===== src/hw/rtl/b64e_pkg.sv =====
package b64e_pkg;

  localparam int unsigned QueueDepth = 2;
  localparam int unsigned PtrW = (QueueDepth > 1) ? $clog2(QueueDepth) : 1;
  localparam int unsigned CountW = $clog2(QueueDepth + 1);

  localparam logic [6:0] PadChar = 7'h3D;

  localparam logic [1:0] PadNone = 2'd0;
  localparam logic [1:0] PadOne  = 2'd1;
  localparam logic [1:0] PadTwo  = 2'd2;

  localparam logic [1:0] CharLast = 2'd3;

  typedef struct packed {
    logic [23:0] triple;
    logic [1:0]  pads;
    logic        last;
  } group_t;

  typedef struct packed {
    logic   valid;
    logic   full;
    group_t head;
  } queue_status_t;

  function automatic logic [6:0] sextet_to_char(input logic [5:0] s);
    logic [6:0] c;
    c = 7'h00;
    if (s < 6'd26) begin
      c = 7'(s) + 7'd65;
    end else if (s < 6'd52) begin
      c = 7'(s - 6'd26) + 7'd97;
    end else if (s < 6'd62) begin
      c = 7'(s - 6'd52) + 7'd48;
    end else if (s == 6'd62) begin
      c = 7'h2B;
    end else begin
      c = 7'h2F;
    end
    return c;
  endfunction

endpackage


===== src/hw/rtl/base64_stream_encoder.sv =====
// Streaming Base64 encoder, standard alphabet with '=' padding.
// Input channel: one raw byte per item on data_byte_i, with final_byte_i
// marking the last byte of a message; accepted when in_valid_i is high and
// in_stall_o is low. Output channel: one ASCII character per item on
// out_char_o, with group_end_o on the fourth character of each group and
// message_end_o on the last character of the message; accepted when
// out_valid_o is high and out_stall_i is low.
// Every third byte, or a final byte, emits a group of four characters.
// With the serializer idle, the first character of a group is presented once
// the group is written into the queue and loaded into the output register;
// the rest follow one per cycle while out_stall_i is low. The output side sets
// the pace, so bytes are taken at up to one per cycle while the queue has room.
// A two-entry group queue sits between the byte packer and the character
// serializer; in_stall_o rises only while that queue is full.
// When the receiver stalls, the current character holds and the queue fills,
// then the input stalls. Reset clears the pending bytes, the queue and the
// output valid; nothing is emitted until new bytes arrive.
module base64_stream_encoder
  import b64e_pkg::*;
(
  input  logic       clk_i,
  input  logic       rst_ni,
  input  logic       in_valid_i,
  output logic       in_stall_o,
  input  logic [7:0] data_byte_i,
  input  logic       final_byte_i,
  output logic       out_valid_o,
  input  logic       out_stall_i,
  output logic [6:0] out_char_o,
  output logic       group_end_o,
  output logic       message_end_o
);

  queue_status_t     qstat;
  group_t            push_group;
  logic              push;
  logic              pop;
  logic [1:0]        char_idx;
  logic [CountW-1:0] qcount;

  b64e_front u_front (
    .clk_i        (clk_i),
    .rst_ni       (rst_ni),
    .in_valid_i   (in_valid_i),
    .in_stall_o   (in_stall_o),
    .data_byte_i  (data_byte_i),
    .final_byte_i (final_byte_i),
    .queue_full_i (qstat.full),
    .push_o       (push),
    .push_group_o (push_group)
  );

  b64e_queue u_queue (
    .clk_i        (clk_i),
    .rst_ni       (rst_ni),
    .push_i       (push),
    .push_group_i (push_group),
    .pop_i        (pop),
    .status_o     (qstat),
    .count_o      (qcount)
  );

  b64e_back u_back (
    .clk_i         (clk_i),
    .rst_ni        (rst_ni),
    .status_i      (qstat),
    .pop_o         (pop),
    .char_idx_o    (char_idx),
    .out_valid_o   (out_valid_o),
    .out_stall_i   (out_stall_i),
    .out_char_o    (out_char_o),
    .group_end_o   (group_end_o),
    .message_end_o (message_end_o)
  );

`ifndef SYNTH
  assert property (@(posedge clk_i) disable iff (!rst_ni)
    out_valid_o && message_end_o |-> group_end_o)
    else $error("message end without group end");

  assert property (@(posedge clk_i) disable iff (!rst_ni)
    char_idx != 2'd0 |-> qstat.valid)
    else $error("serializer mid-group with empty queue");

  assert property (@(posedge clk_i) disable iff (!rst_ni)
    qcount <= CountW'(QueueDepth))
    else $error("group queue overflow");

  assert property (@(posedge clk_i) disable iff (!rst_ni)
    push && !in_stall_o |=> qstat.valid)
    else $error("pushed group lost");
`endif

endmodule


===== src/hw/rtl/b64e_front.sv =====
module b64e_front
  import b64e_pkg::*;
(
  input  logic       clk_i,
  input  logic       rst_ni,
  input  logic       in_valid_i,
  output logic       in_stall_o,
  input  logic [7:0] data_byte_i,
  input  logic       final_byte_i,
  input  logic       queue_full_i,
  output logic       push_o,
  output group_t     push_group_o
);

  logic [1:0]  cnt_q, cnt_d;
  logic [15:0] bytes_q, bytes_d;
  logic        accept;
  logic        complete;

  assign in_stall_o = queue_full_i;
  assign accept     = in_valid_i && !queue_full_i;
  assign complete   = final_byte_i || (cnt_q >= 2'd2);
  assign push_o     = accept && complete;

  always_comb begin
    push_group_o.last = final_byte_i;
    unique case (cnt_q)
      2'd0: begin
        push_group_o.triple = {data_byte_i, 16'h0000};
        push_group_o.pads   = PadTwo;
      end
      2'd1: begin
        push_group_o.triple = {bytes_q[15:8], data_byte_i, 8'h00};
        push_group_o.pads   = PadOne;
      end
      default: begin
        push_group_o.triple = {bytes_q, data_byte_i};
        push_group_o.pads   = PadNone;
      end
    endcase
  end

  always_comb begin
    cnt_d   = cnt_q;
    bytes_d = bytes_q;
    if (accept) begin
      if (complete) begin
        cnt_d   = 2'd0;
        bytes_d = 16'h0000;
      end else if (cnt_q == 2'd0) begin
        cnt_d   = 2'd1;
        bytes_d = {data_byte_i, 8'h00};
      end else begin
        cnt_d   = 2'd2;
        bytes_d = {bytes_q[15:8], data_byte_i};
      end
    end
  end

  always_ff @(posedge clk_i or negedge rst_ni) begin
    if (!rst_ni) begin
      cnt_q   <= 2'd0;
      bytes_q <= 16'h0000;
    end else begin
      cnt_q   <= cnt_d;
      bytes_q <= bytes_d;
    end
  end

endmodule


===== src/hw/rtl/b64e_queue.sv =====
module b64e_queue
  import b64e_pkg::*;
(
  input  logic          clk_i,
  input  logic          rst_ni,
  input  logic          push_i,
  input  group_t        push_group_i,
  input  logic          pop_i,
  output queue_status_t status_o,
  output logic [CountW-1:0] count_o
);

  group_t            mem_q [QueueDepth];
  logic [PtrW-1:0]   wr_ptr_q, rd_ptr_q;
  logic [CountW-1:0] count_q;
  logic              do_push, do_pop;

  function automatic logic [PtrW-1:0] next_ptr(input logic [PtrW-1:0] p);
    return (p == PtrW'(QueueDepth - 1)) ? '0 : p + PtrW'(1);
  endfunction

  assign do_push = push_i && (count_q != CountW'(QueueDepth));
  assign do_pop  = pop_i && (count_q != '0);

  assign status_o.valid = (count_q != '0);
  assign status_o.full  = (count_q == CountW'(QueueDepth));
  assign status_o.head  = mem_q[rd_ptr_q];
  assign count_o        = count_q;

  always_ff @(posedge clk_i) begin
    if (do_push) begin
      mem_q[wr_ptr_q] <= push_group_i;
    end
  end

  always_ff @(posedge clk_i or negedge rst_ni) begin
    if (!rst_ni) begin
      wr_ptr_q <= '0;
      rd_ptr_q <= '0;
      count_q  <= '0;
    end else begin
      if (do_push) begin
        wr_ptr_q <= next_ptr(wr_ptr_q);
      end
      if (do_pop) begin
        rd_ptr_q <= next_ptr(rd_ptr_q);
      end
      if (do_push && !do_pop) begin
        count_q <= count_q + CountW'(1);
      end else if (do_pop && !do_push) begin
        count_q <= count_q - CountW'(1);
      end
    end
  end

endmodule


===== src/hw/rtl/b64e_back.sv =====
module b64e_back
  import b64e_pkg::*;
(
  input  logic          clk_i,
  input  logic          rst_ni,
  input  queue_status_t status_i,
  output logic          pop_o,
  output logic [1:0]    char_idx_o,
  output logic          out_valid_o,
  input  logic          out_stall_i,
  output logic [6:0]    out_char_o,
  output logic          group_end_o,
  output logic          message_end_o
);

  logic [1:0] idx_q, idx_d;
  logic       valid_q, valid_d;
  logic [6:0] char_q, char_d;
  logic       gend_q, gend_d;
  logic       mend_q, mend_d;
  logic       load;
  logic [5:0] sextet;
  logic       is_pad;

  assign load = !valid_q || !out_stall_i;

  always_comb begin
    unique case (idx_q)
      2'd0:    sextet = status_i.head.triple[23:18];
      2'd1:    sextet = status_i.head.triple[17:12];
      2'd2:    sextet = status_i.head.triple[11:6];
      default: sextet = status_i.head.triple[5:0];
    endcase
  end

  always_comb begin
    unique case (status_i.head.pads)
      PadOne:  is_pad = (idx_q == CharLast);
      PadTwo:  is_pad = (idx_q >= 2'd2);
      default: is_pad = 1'b0;
    endcase
  end

  always_comb begin
    idx_d   = idx_q;
    valid_d = valid_q;
    char_d  = char_q;
    gend_d  = gend_q;
    mend_d  = mend_q;
    pop_o   = 1'b0;
    if (load) begin
      valid_d = status_i.valid;
      if (status_i.valid) begin
        char_d = is_pad ? PadChar : sextet_to_char(sextet);
        gend_d = (idx_q == CharLast);
        mend_d = (idx_q == CharLast) && status_i.head.last;
        idx_d  = idx_q + 2'd1;
        pop_o  = (idx_q == CharLast);
      end
    end
  end

  always_ff @(posedge clk_i or negedge rst_ni) begin
    if (!rst_ni) begin
      idx_q   <= 2'd0;
      valid_q <= 1'b0;
    end else begin
      idx_q   <= idx_d;
      valid_q <= valid_d;
    end
  end

  always_ff @(posedge clk_i) begin
    char_q <= char_d;
    gend_q <= gend_d;
    mend_q <= mend_d;
  end

  assign char_idx_o    = idx_q;
  assign out_valid_o   = valid_q;
  assign out_char_o    = char_q;
  assign group_end_o   = gend_q;
  assign message_end_o = mend_q;

endmodule

===== config.mk =====
export PLATFORM = sky130hd
export DESIGN_NAME = base64_stream_encoder
export DESIGN_NICKNAME = d
export VERILOG_FILES = /design/src/hw/rtl/b64e_pkg.sv /design/src/hw/rtl/base64_stream_encoder.sv /design/src/hw/rtl/b64e_front.sv /design/src/hw/rtl/b64e_queue.sv /design/src/hw/rtl/b64e_back.sv
export SDC_FILE = /design/constraint.sdc
export NUM_CORES = 1
export LEC_CHECK = 0
export BUFFER_PORTS_ARGS = -buffer_cell sky130_fd_sc_hd__buf_2
export CAP_MARGIN = 40
export CORE_MARGIN = 5
export CORE_UTILIZATION = 60
export DETAILED_ROUTE_END_ITERATION = 10
export PLACE_DENSITY_LB_ADDON = 0.08
export SYNTH_ARGS = -nofsm -noshare
export SYNTH_HDL_FRONTEND = slang
export SYNTH_SLANG_ARGS = --single-unit

===== constraint.sdc =====
create_clock -name clk_i -period 3.7 [get_ports clk_i]
set_clock_uncertainty 0.05 [all_clocks]
set_input_delay 0.185 -clock clk_i [delete_from_list [all_inputs] [get_ports clk_i]]
set_output_delay 0.185 -clock clk_i [all_outputs]
set_load 0.02 [all_outputs]

==> results of run 1 <==
[cell usage after synthesis (4+ instances only)]
master,count
a22oi_1,8
o21ai_0,5
mux2_2,8
a22o_1,28
mux2i_1,9
ha_1,9
and2_1,14
nand3_1,11
nand2_1,23
dfrtp_1,25
o311a_1,4
inv_1,6
xnor2_1,5
edfxtp_1,63
nor2_1,9
clkbuf_1,5
a21oi_1,4
[cell type report]
type	instances	area, µm²	area share
tap	77	96.3	0.0221
clock inverter	5	35.0	0.00802
multi-input combinational	175	1360	0.312
clock buffer	11	163	0.0372
sequential	88	2520	0.576
timing repair buffer	30	170	0.0389
inverter	7	26.3	0.00601
[stage by stage]
stage               utilization  setup slack [ns]  hold WS (ns)
detailed placement        0.652             0.945         0.165
global route              0.684             0.790        0.0177
finish                    0.684             0.934        0.0188
floorplan                     -             0.412        -0.161
global placement          0.649             0.984         0.163
CTS                       0.684             0.947       0.00431
[where the power goes]
part	switching, mW	internal (mW)
Combinational	1.17	0.772
Sequential	0.158	1.46
Clock	0.343	0.306
[logic make-up after synthesis]
family / count (synthesis) / synth area share
compound gates: 71 / 0.161
xor+xnor: 8 / 0.0177
fa+ha+maj: 9 / 0.0284
buf+inv: 18 / 0.0227
flops: 88 / 0.635
mux: 17 / 0.0455
simple gates: 70 / 0.0893
[routing by layer]
metal | part of all wire | GRT usage
met5 | 0 | 0
met4 | 0.017 | 0.0782
met3 | 0.039 | 0.0331
met2 | 0.48 | 0.295
met1 | 0.47 | 0.277
[flip-flops by register name, indices dropped and copies added, names as in the netlist]
| signal | cells |
|---|---|
| u_queue.count_o | 2 |
| u_back.out_char_o | 7 |
| u_back.message_end_o | 1 |
| u_back.out_valid_o | 1 |
| u_front.cnt_q | 2 |
| u_queue.mem_q | 54 |
| u_queue.wr_ptr_q | 1 |
| u_back.char_idx_o | 2 |
| u_queue.rd_ptr_q | 1 |
| u_front.bytes_q | 16 |
| u_back.group_end_o | 1 |
[worst max-delay path: stages (launching register included)]
cell and delay (ns):
dfrtp_1 0.40, ha_1 0.20, buf_4 0.17, or2_0 0.46, o311ai_4 0.59, nor4_2 0.10
a2111oi_1 0.37, o221ai_1 0.17
[what timing repair did]
| action | 4_1_cts | 5_1_grt |
|---|---|---|
| hold buffers | 1 | 0 |
| endpoints found under the setup margin | 0 | 0 |
| endpoints found under the hold margin | 25 | 0 |
[path summary, 6_finish.rpt]
kind | to | cells after the start | from | slack, ns
setup / recovery | u_back.out_char_o[3] | 7 | u_back.char_idx_o[0] | 0.93
hold / removal | u_back.out_valid_o | 3 | out_stall_i | 0.02
setup reg to reg | u_back.out_char_o[3] | 7 | u_back.char_idx_o[0] | 0.93
hold reg to reg | u_front.bytes_q[10] | 1 | u_front.bytes_q[10] | 0.45
max in group asynchronous | u_back.char_idx_o[1] | 2 | rst_ni | 2.89
min in group asynchronous | u_front.cnt_q[0] | 2 | rst_ni | 0.31
==> results.ini, run 1 <==
[placement]
placed_cells = 376
postPlaceCellArea_um2 = 4160
port_buffers = 23
hpwl_um = 5260
gp_congestion = 0.904

[timing]
fin_crit_ns = 2.77
setup_tns_ns = 0
drv_slew = 0
relSlewSlack = 0.378
rsz0062_at_grt = false
hold_viol = 0
setup_viol = 0
fin_crit_sh = 0.747
max_freq_mhz = 362
worst_slew_pin_slew_ns = 0.931

[setup_path]
cp-end-kind = flop
worstPathArrival_ns = 2.80
path_max_fanout = 13
start_kind = flop
path_class = reg -> reg
cp.required_ns = 3.74

[global_routing]
antenna_found_initial = 0
track_usage = 0.193
grt_start_max_net_pins = 28
grt_pass1_wl_um = 12700
grt_remaining_overflow = 0
grt_pass1_vias = 2497

[clock_tree]
cts_buffer_depth = 2
numCtsBuffers = 9
htreeDepth = 3
cts_tree = yes
cts_resized = 0
clock_latency_ns = 0.35
post_cts_buffers = 0
clockRootBuffer = clkbuf_8
cts_num_sinks = 88
clk_pin_slew_ns = 0.09

[cells_and_area]
final_cell_mix = 63 x edfxtp_1, 28 x a22o_1, 25 x dfrtp_1, 23 x nand2_1, 23 x buf_2
final_cell_area_um2 = 4370
finalNonFillerCells = 393
diodes = 0
layout_commonest_cell = edfxtp_1
areaGrowthSynthToFinish_pct = 10.2
fillers = 468
final_nets = 333
layout-drive-gt1-share = 0.199

[floorplanning]
die_w_um = 91.3
design.core.area_um2 = 6390
die_area_um2 = 8330
die_height_um = 91.3
ios = 24
initial_utilization = 0.621
row_count = 29

[synth]
synth_top_cell_by_area = edfxtp_1
synth_flop_cell = edfxtp_1
yosys_warnings = 0
avgSynthCellArea_um2 = 14.1
synthesis.nets = 303
synth.cell_area_um2 = 3960
synth-seq-cells = 88
synth_edf_count = 63
ys_types = 43
synth_top_area_share = 0.477
synthCells = 281
synth_area_leaders = edfxtp_1 48%, dfrtp_1 16%, a22o_1 6.2%, ha_1 2.8%, mux2i_1 2.3%
async_reset_ff_frac = 0.284
ys_seq_area_frac = 0.635

[routing]
drt_iter0_drc = 152
ant_nets = 0
avgViaCountPerCell = 6.12
drt-wirelength-per-cell_um = 19.1
routed_wl_um = 7500
drc = 0
dr_total_vias = 2407
firstDrtPassIters = 4

[worst_hold_path]
hold_class = in -> reg

[run]
cap_violations = 0

[pwr]
peakVddDrop_mv = 0.629
powerDensity_nw_per_um2 = 964
p_leak_nw = 1.72
p_total_mw = 4.21

[status]
status = finished clean

No activity file was read; power rests on OpenSTA's default activity.
==> inputs of run 2 (changes only) <==
--- a/config.mk
+++ b/config.mk
@@ -8,7 +8,7 @@
 export BUFFER_PORTS_ARGS = -buffer_cell sky130_fd_sc_hd__buf_2
 export CAP_MARGIN = 40
 export CORE_MARGIN = 5
-export CORE_UTILIZATION = 60
+export CORE_UTILIZATION = 54
 export DETAILED_ROUTE_END_ITERATION = 10
 export PLACE_DENSITY_LB_ADDON = 0.08
 export SYNTH_ARGS = -nofsm -noshare
==> constraint.sdc (replaced) <==
create_clock -name clk_i -period 2.3 [get_ports clk_i]
set_clock_uncertainty 0.05 [all_clocks]
set_input_delay 0.115 -clock clk_i [delete_from_list [all_inputs] [get_ports clk_i]]
set_output_delay 0.115 -clock clk_i [all_outputs]
set_load 0.02 [all_outputs]
==> run 2 against run 1 <==
Compared with the run above: largest cell class unchanged; critical path type unchanged; hold slack improved by 0.0025 ns; highest routed layer unchanged; critical endpoint is now u_back.out_char_o[2]; total power increased by 88%; wire length rose by 7.3%; the run now ends with setup timing left; worst setup slack got worse by 1.0 ns; cell area rose by 12%.
==> results.ini, run 2 (same netlist as run 1, synthesis figures left out) <==
[cells_and_area]
diodes = 0
largest_reg_flops = 54
layout-drive-gt1-share = 0.307
finalNonFillerCells = 461
final_cell_mix = 63 x edfxtp_1, 41 x buf_4, 28 x a22o_1, 25 x dfrtp_1, 23 x buf_2
layout_commonest_cell = edfxtp_1
top_register = u_queue.mem_q
final_nets = 379
fillers = 532
areaGrowthSynthToFinish_pct = 22.9
final_cell_area_um2 = 4870

[placement]
hpwl_um = 5470
postPlaceCellArea_um2 = 4390
post-place-ws_ns = -0.269
port_buffers = 23
placed_cells = 424
gp_congestion = 0.873

[timing]
layout_setup_ws_ns = -0.0911
drv_slew = 0
rsz0062_at_grt = true
hold_viol = 0
hold-worst-slack_ns = 0.0212
setup_viol = 5
fin_crit_sh = 1.04
fin_crit_ns = 2.39
relSlewSlack = 0.390
worst_slew_pin_slew_ns = 0.907
max_freq_mhz = 418

[setup_path]
cp.required_ns = 2.34
path_max_fanout = 12
worstPathArrival_ns = 2.43
r2r_cells = 9
cp-startpoint = u_back.char_idx_o[1]
cpLargestDelayFamily = compound AO/OA/AOI/OAI gates
r2r_start = u_back.char_idx_o[1]
critical_path_depth = 9
cp_num_buf_inv = 3
r2r-end = u_back.out_char_o[2]
path_class = reg -> reg
cp-end-kind = flop
critical_path.slowest_cell = dfrtp_1
r2r_slack_ns = -0.09
cp_slowest_stage_delay_ns = 0.42
start_kind = flop
crit_chain = buf_4 > ha_4 > a22o_1 > o311ai_4 > inv_2 > buf_6 > o211ai_4 > and2_4 > a32oi_1

[global_routing]
grt_pass1_wl_um = 13100
grt_start_max_net_pins = 28
grt_pass1_vias = 2501
track_usage = 0.194
antenna_found_initial = 0
grt_remaining_overflow = 0

[routing]
dr_total_vias = 2540
drc = 0
avgViaCountPerCell = 5.51
routed_wl_um = 8050
drt-wirelength-per-cell_um = 17.5
ant_nets = 0
firstDrtPassIters = 4
drt_iter0_drc = 211

[worst_hold_path]
min-delay-start = data_byte_i[3]
hold_class = in -> reg
holdPathEnd = u_front.bytes_q[3]
hold_depth = 2

[clock_tree]
cts_tree = yes
cts_num_sinks = 88
htreeDepth = 3
clockRootBuffer = clkbuf_8
clock_latency_ns = 0.35
cts_buffer_depth = 2
numCtsBuffers = 9
clk_pin_slew_ns = 0.08

[floorplanning]
die_w_um = 95.7
die_height_um = 95.7
design.core.area_um2 = 7210
initial_utilization = 0.549
die_area_um2 = 9150
row_count = 31
ios = 24

[pwr]
swShare = 0.374
peakVddDrop_mv = 0.780
clock_power_share = 0.136
p_int_mw = 4.97
p_total_mw = 7.94
power_frac_comb = 0.542
p_leak_nw = 1.94
seq_power_share = 0.322
powerDensity_nw_per_um2 = 1630
p_sw_mw = 2.97

[status]
violations = setup timing
status = finished with violations

[run]
cap_violations = 0

## run 2: cell count changes in the layout (fill, tap and decap cells not counted), sizes merged
cell / previous run / this run
inv: 9 / 7
clkinv: 2 / 0
buf: 29 / 66
clkbuf: 11 / 14
dlygate4sd3: 1 / 10
bufinv: 0 / 1
## run 2: repair_timing
item / CTS / global route
pin swaps: 9 / 1
hold buffers: 7 / 3
endpoints found under the hold margin: 33 / 4
setup endpoints to repair: 7 / 7
setup buffers: 7 / 4
gates resized for setup: 17 / 8
## run 2: worst max path at each step
stage,to,slack (ns)
3_5_place_dp,u_back.out_char_o[4],-0.27
2_1_floorplan,u_back.out_char_o[4],0.04
4_1_cts,u_back.out_char_o[3],-0.03
6_report,u_back.out_char_o[2],-0.09
3_3_place_gp,u_back.out_char_o[0],-0.14
5_1_grt,u_back.out_char_o[3],-0.20
## run 2: power groups by stage
stage	Clock, mW	Combinational [mW]	Sequential, mW
floorplan	0	2.38	2.65
global placement	0	3.65	2.58
detailed placement	0	3.72	2.58
CTS	1.09	4.05	2.55
global route	1.18	4.66	2.60
finish	1.08	4.30	2.56
## run 2: metal layers
metal	track usage	vias to the layer above	wire length [µm]
met1	0.273	1226	3930
met5	0	-	0
met2	0.289	54	3740
met4	0.0699	0	133
met3	0.0529	12	254
li1	-	1248	-
## run 2: final cells by class
class | instances | area, µm² | share of cell area
Sequential cell | 88 | 2520 | 0.517
Multi-Input combinational cell | 175 | 1460 | 0.299
Timing Repair Buffer | 76 | 546 | 0.112
Clock buffer | 14 | 164 | 0.0336
Tap cell | 99 | 124 | 0.0254
Clock inverter | 2 | 37.5 | 0.00770
Inverter | 7 | 26.3 | 0.00539
## run 2: through the flow
step | TNS [ns] | utilization
after floorplan | 0 | -
after global placement | -0.648 | 0.609
after detailed placement | -1.21 | 0.609
after CTS | -0.0540 | 0.664
after global routing | -0.881 | 0.676
final | -0.276 | 0.676
==> inputs of run 3 (changes only) <==
--- a/config.mk
+++ b/config.mk
@@ -11,6 +11,7 @@
 export CORE_UTILIZATION = 54
 export DETAILED_ROUTE_END_ITERATION = 10
 export PLACE_DENSITY_LB_ADDON = 0.08
+export REMOVE_ABC_BUFFERS = 1
 export SYNTH_ARGS = -nofsm -noshare
 export SYNTH_HDL_FRONTEND = slang
 export SYNTH_SLANG_ARGS = --single-unit
==> run 3 against run 2 <==
Compared with the run above: the run still ends with setup timing left; fmax is 1.6% lower; clock power hardly changed; global-route usage is 0.44 points higher; via count is 5.1% higher; core utilization is 2.2 points higher; sequential share of layout area is 1.5 points lower; worst setup slack worse by 0.040 ns; final cell count is 1.3% higher; die area stayed put; count of clock-buffer cells in the layout is 2 lower; highest routed layer unchanged.
==> results.ini, run 3 (same netlist as run 1, synthesis figures left out) <==
[timing]
relSlewSlack = 0.397
rsz0062_at_grt = true
hold_viol = 0
setup_viol = 7
fin_crit_sh = 1.06
worst_slew_pin_slew_ns = 0.898
max_freq_mhz = 411
setup_tns_ns = -0.613
drv_slew = 0
hold-worst-slack_ns = 0.00760
fin_crit_ns = 2.43
layout_setup_ws_ns = -0.131

[setup_path]
crit_chain = buf_6 > ha_4 > clkbuf_4 > a22o_4 > o311a_4 > a2111oi_2 > o221ai_1
cp_slowest_stage_delay_ns = 0.45
path_max_fanout = 8
worstPathArrival_ns = 2.47
cp.required_ns = 2.34
cp-startpoint = u_back.char_idx_o[1]
cpLargestDelayFamily = compound AO/OA/AOI/OAI gates
r2r_cells = 7
start_kind = flop
crit_end = u_back.out_char_o[3]
r2r-end = u_back.out_char_o[3]
r2r_start = u_back.char_idx_o[1]
r2r_slack_ns = -0.13
cp_num_buf_inv = 2
critical_path_depth = 7
critical_path.slowest_cell = dfrtp_2
cp-end-kind = flop
path_class = reg -> reg

[placement]
postPlaceCellArea_um2 = 4430
port_buffers = 23
placed_cells = 427
hpwl_um = 5770
gp_congestion = 0.932
post-place-ws_ns = -0.289

[cells_and_area]
final_nets = 385
largest_reg_flops = 54
layout-drive-gt1-share = 0.356
diodes = 0
utilization = 0.697
regArea_um2 = 2520
finalNonFillerCells = 467
fillers = 507
layout_commonest_cell = edfxtp_1
final_cell_mix = 63 x edfxtp_1, 43 x buf_4, 25 x a22o_1
top_register = u_queue.mem_q
final_cell_area_um2 = 5030
areaGrowthSynthToFinish_pct = 26.9
multi_input_area_um2 = 1530

[clock_tree]
clock_latency_ns = 0.35
cts_buffer_depth = 2
clockRootBuffer = clkbuf_8
htreeDepth = 3
cts_num_sinks = 88
cts_tree = yes
clk_pin_slew_ns = 0.09
numCtsBuffers = 9

[global_routing]
grt_remaining_overflow = 0
grt_pass1_vias = 2612
grt_start_max_net_pins = 28
grt_pass1_wl_um = 13600
track_usage = 0.198
antenna_found_initial = 0

[floorplanning]
row_count = 31
initial_utilization = 0.549
die_area_um2 = 9150
ios = 24
die_height_um = 95.7
die_w_um = 95.7
design.core.area_um2 = 7210

[worst_hold_path]
hold_class = in -> reg

[routing]
drt-wirelength-per-cell_um = 18.8
routed_wl_um = 8760
avgViaCountPerCell = 5.72
drc = 0
dr_total_vias = 2670
drt_iter0_drc = 124
firstDrtPassIters = 4
ant_nets = 0

[pwr]
p_total_mw = 8.31
p_leak_nw = 2.01
powerDensity_nw_per_um2 = 1650
peakVddDrop_mv = 0.747

[status]
status = finished with violations
violations = setup timing

[run]
cap_violations = 0

run 3: final cells by class:
| class | count | share of cell area |
|---|---|---|
| timing repair buffer | 82 | 0.123 |
| sequential | 88 | 0.501 |
| clock inverter | 4 | 0.0102 |
| clock buffer | 12 | 0.0309 |
| multi-input combinational | 175 | 0.305 |
| inverter | 7 | 0.00523 |
| tap | 99 | 0.0246 |
run 3: worst min path at each step:
stage	from	endpoint	slack (ns)	cells after the start
2_1_floorplan	rst_ni	u_back.char_idx_o[0]	-0.23	0
3_3_place_gp	rst_ni	u_queue.wr_ptr_q	0.09	1
3_5_place_dp	rst_ni	u_queue.wr_ptr_q	0.1	1
4_1_cts	data_byte_i[2]	u_front.bytes_q[10]	0.002	2
5_1_grt	data_byte_i[2]	u_front.bytes_q[10]	0.003	2
6_report	data_byte_i[3]	u_front.bytes_q[3]	0.008	2
run 3: repair_timing:
action,4_1_cts,5_1_grt
buffers inserted,7,8
hold buffers,9,0
hold endpoints to repair,37,0
endpoints found under the setup margin,7,5
gates resized for setup,20,21
pin swaps,10,8
run 3: power by group:
part	internal (mW)	switching [mW]	total [mW]
Combinational	2.24	2.39	4.62
Clock	0.564	0.536	1.10
Sequential	2.36	0.231	2.59
run 3: routing by layer:
metal | wire (µm) | track usage | part of all wire
met5 | 0 | 0 | 0
met4 | 169 | 0.0687 | 0.019
met3 | 322 | 0.0395 | 0.037
met2 | 4280 | 0.312 | 0.49
met1 | 3980 | 0.275 | 0.45
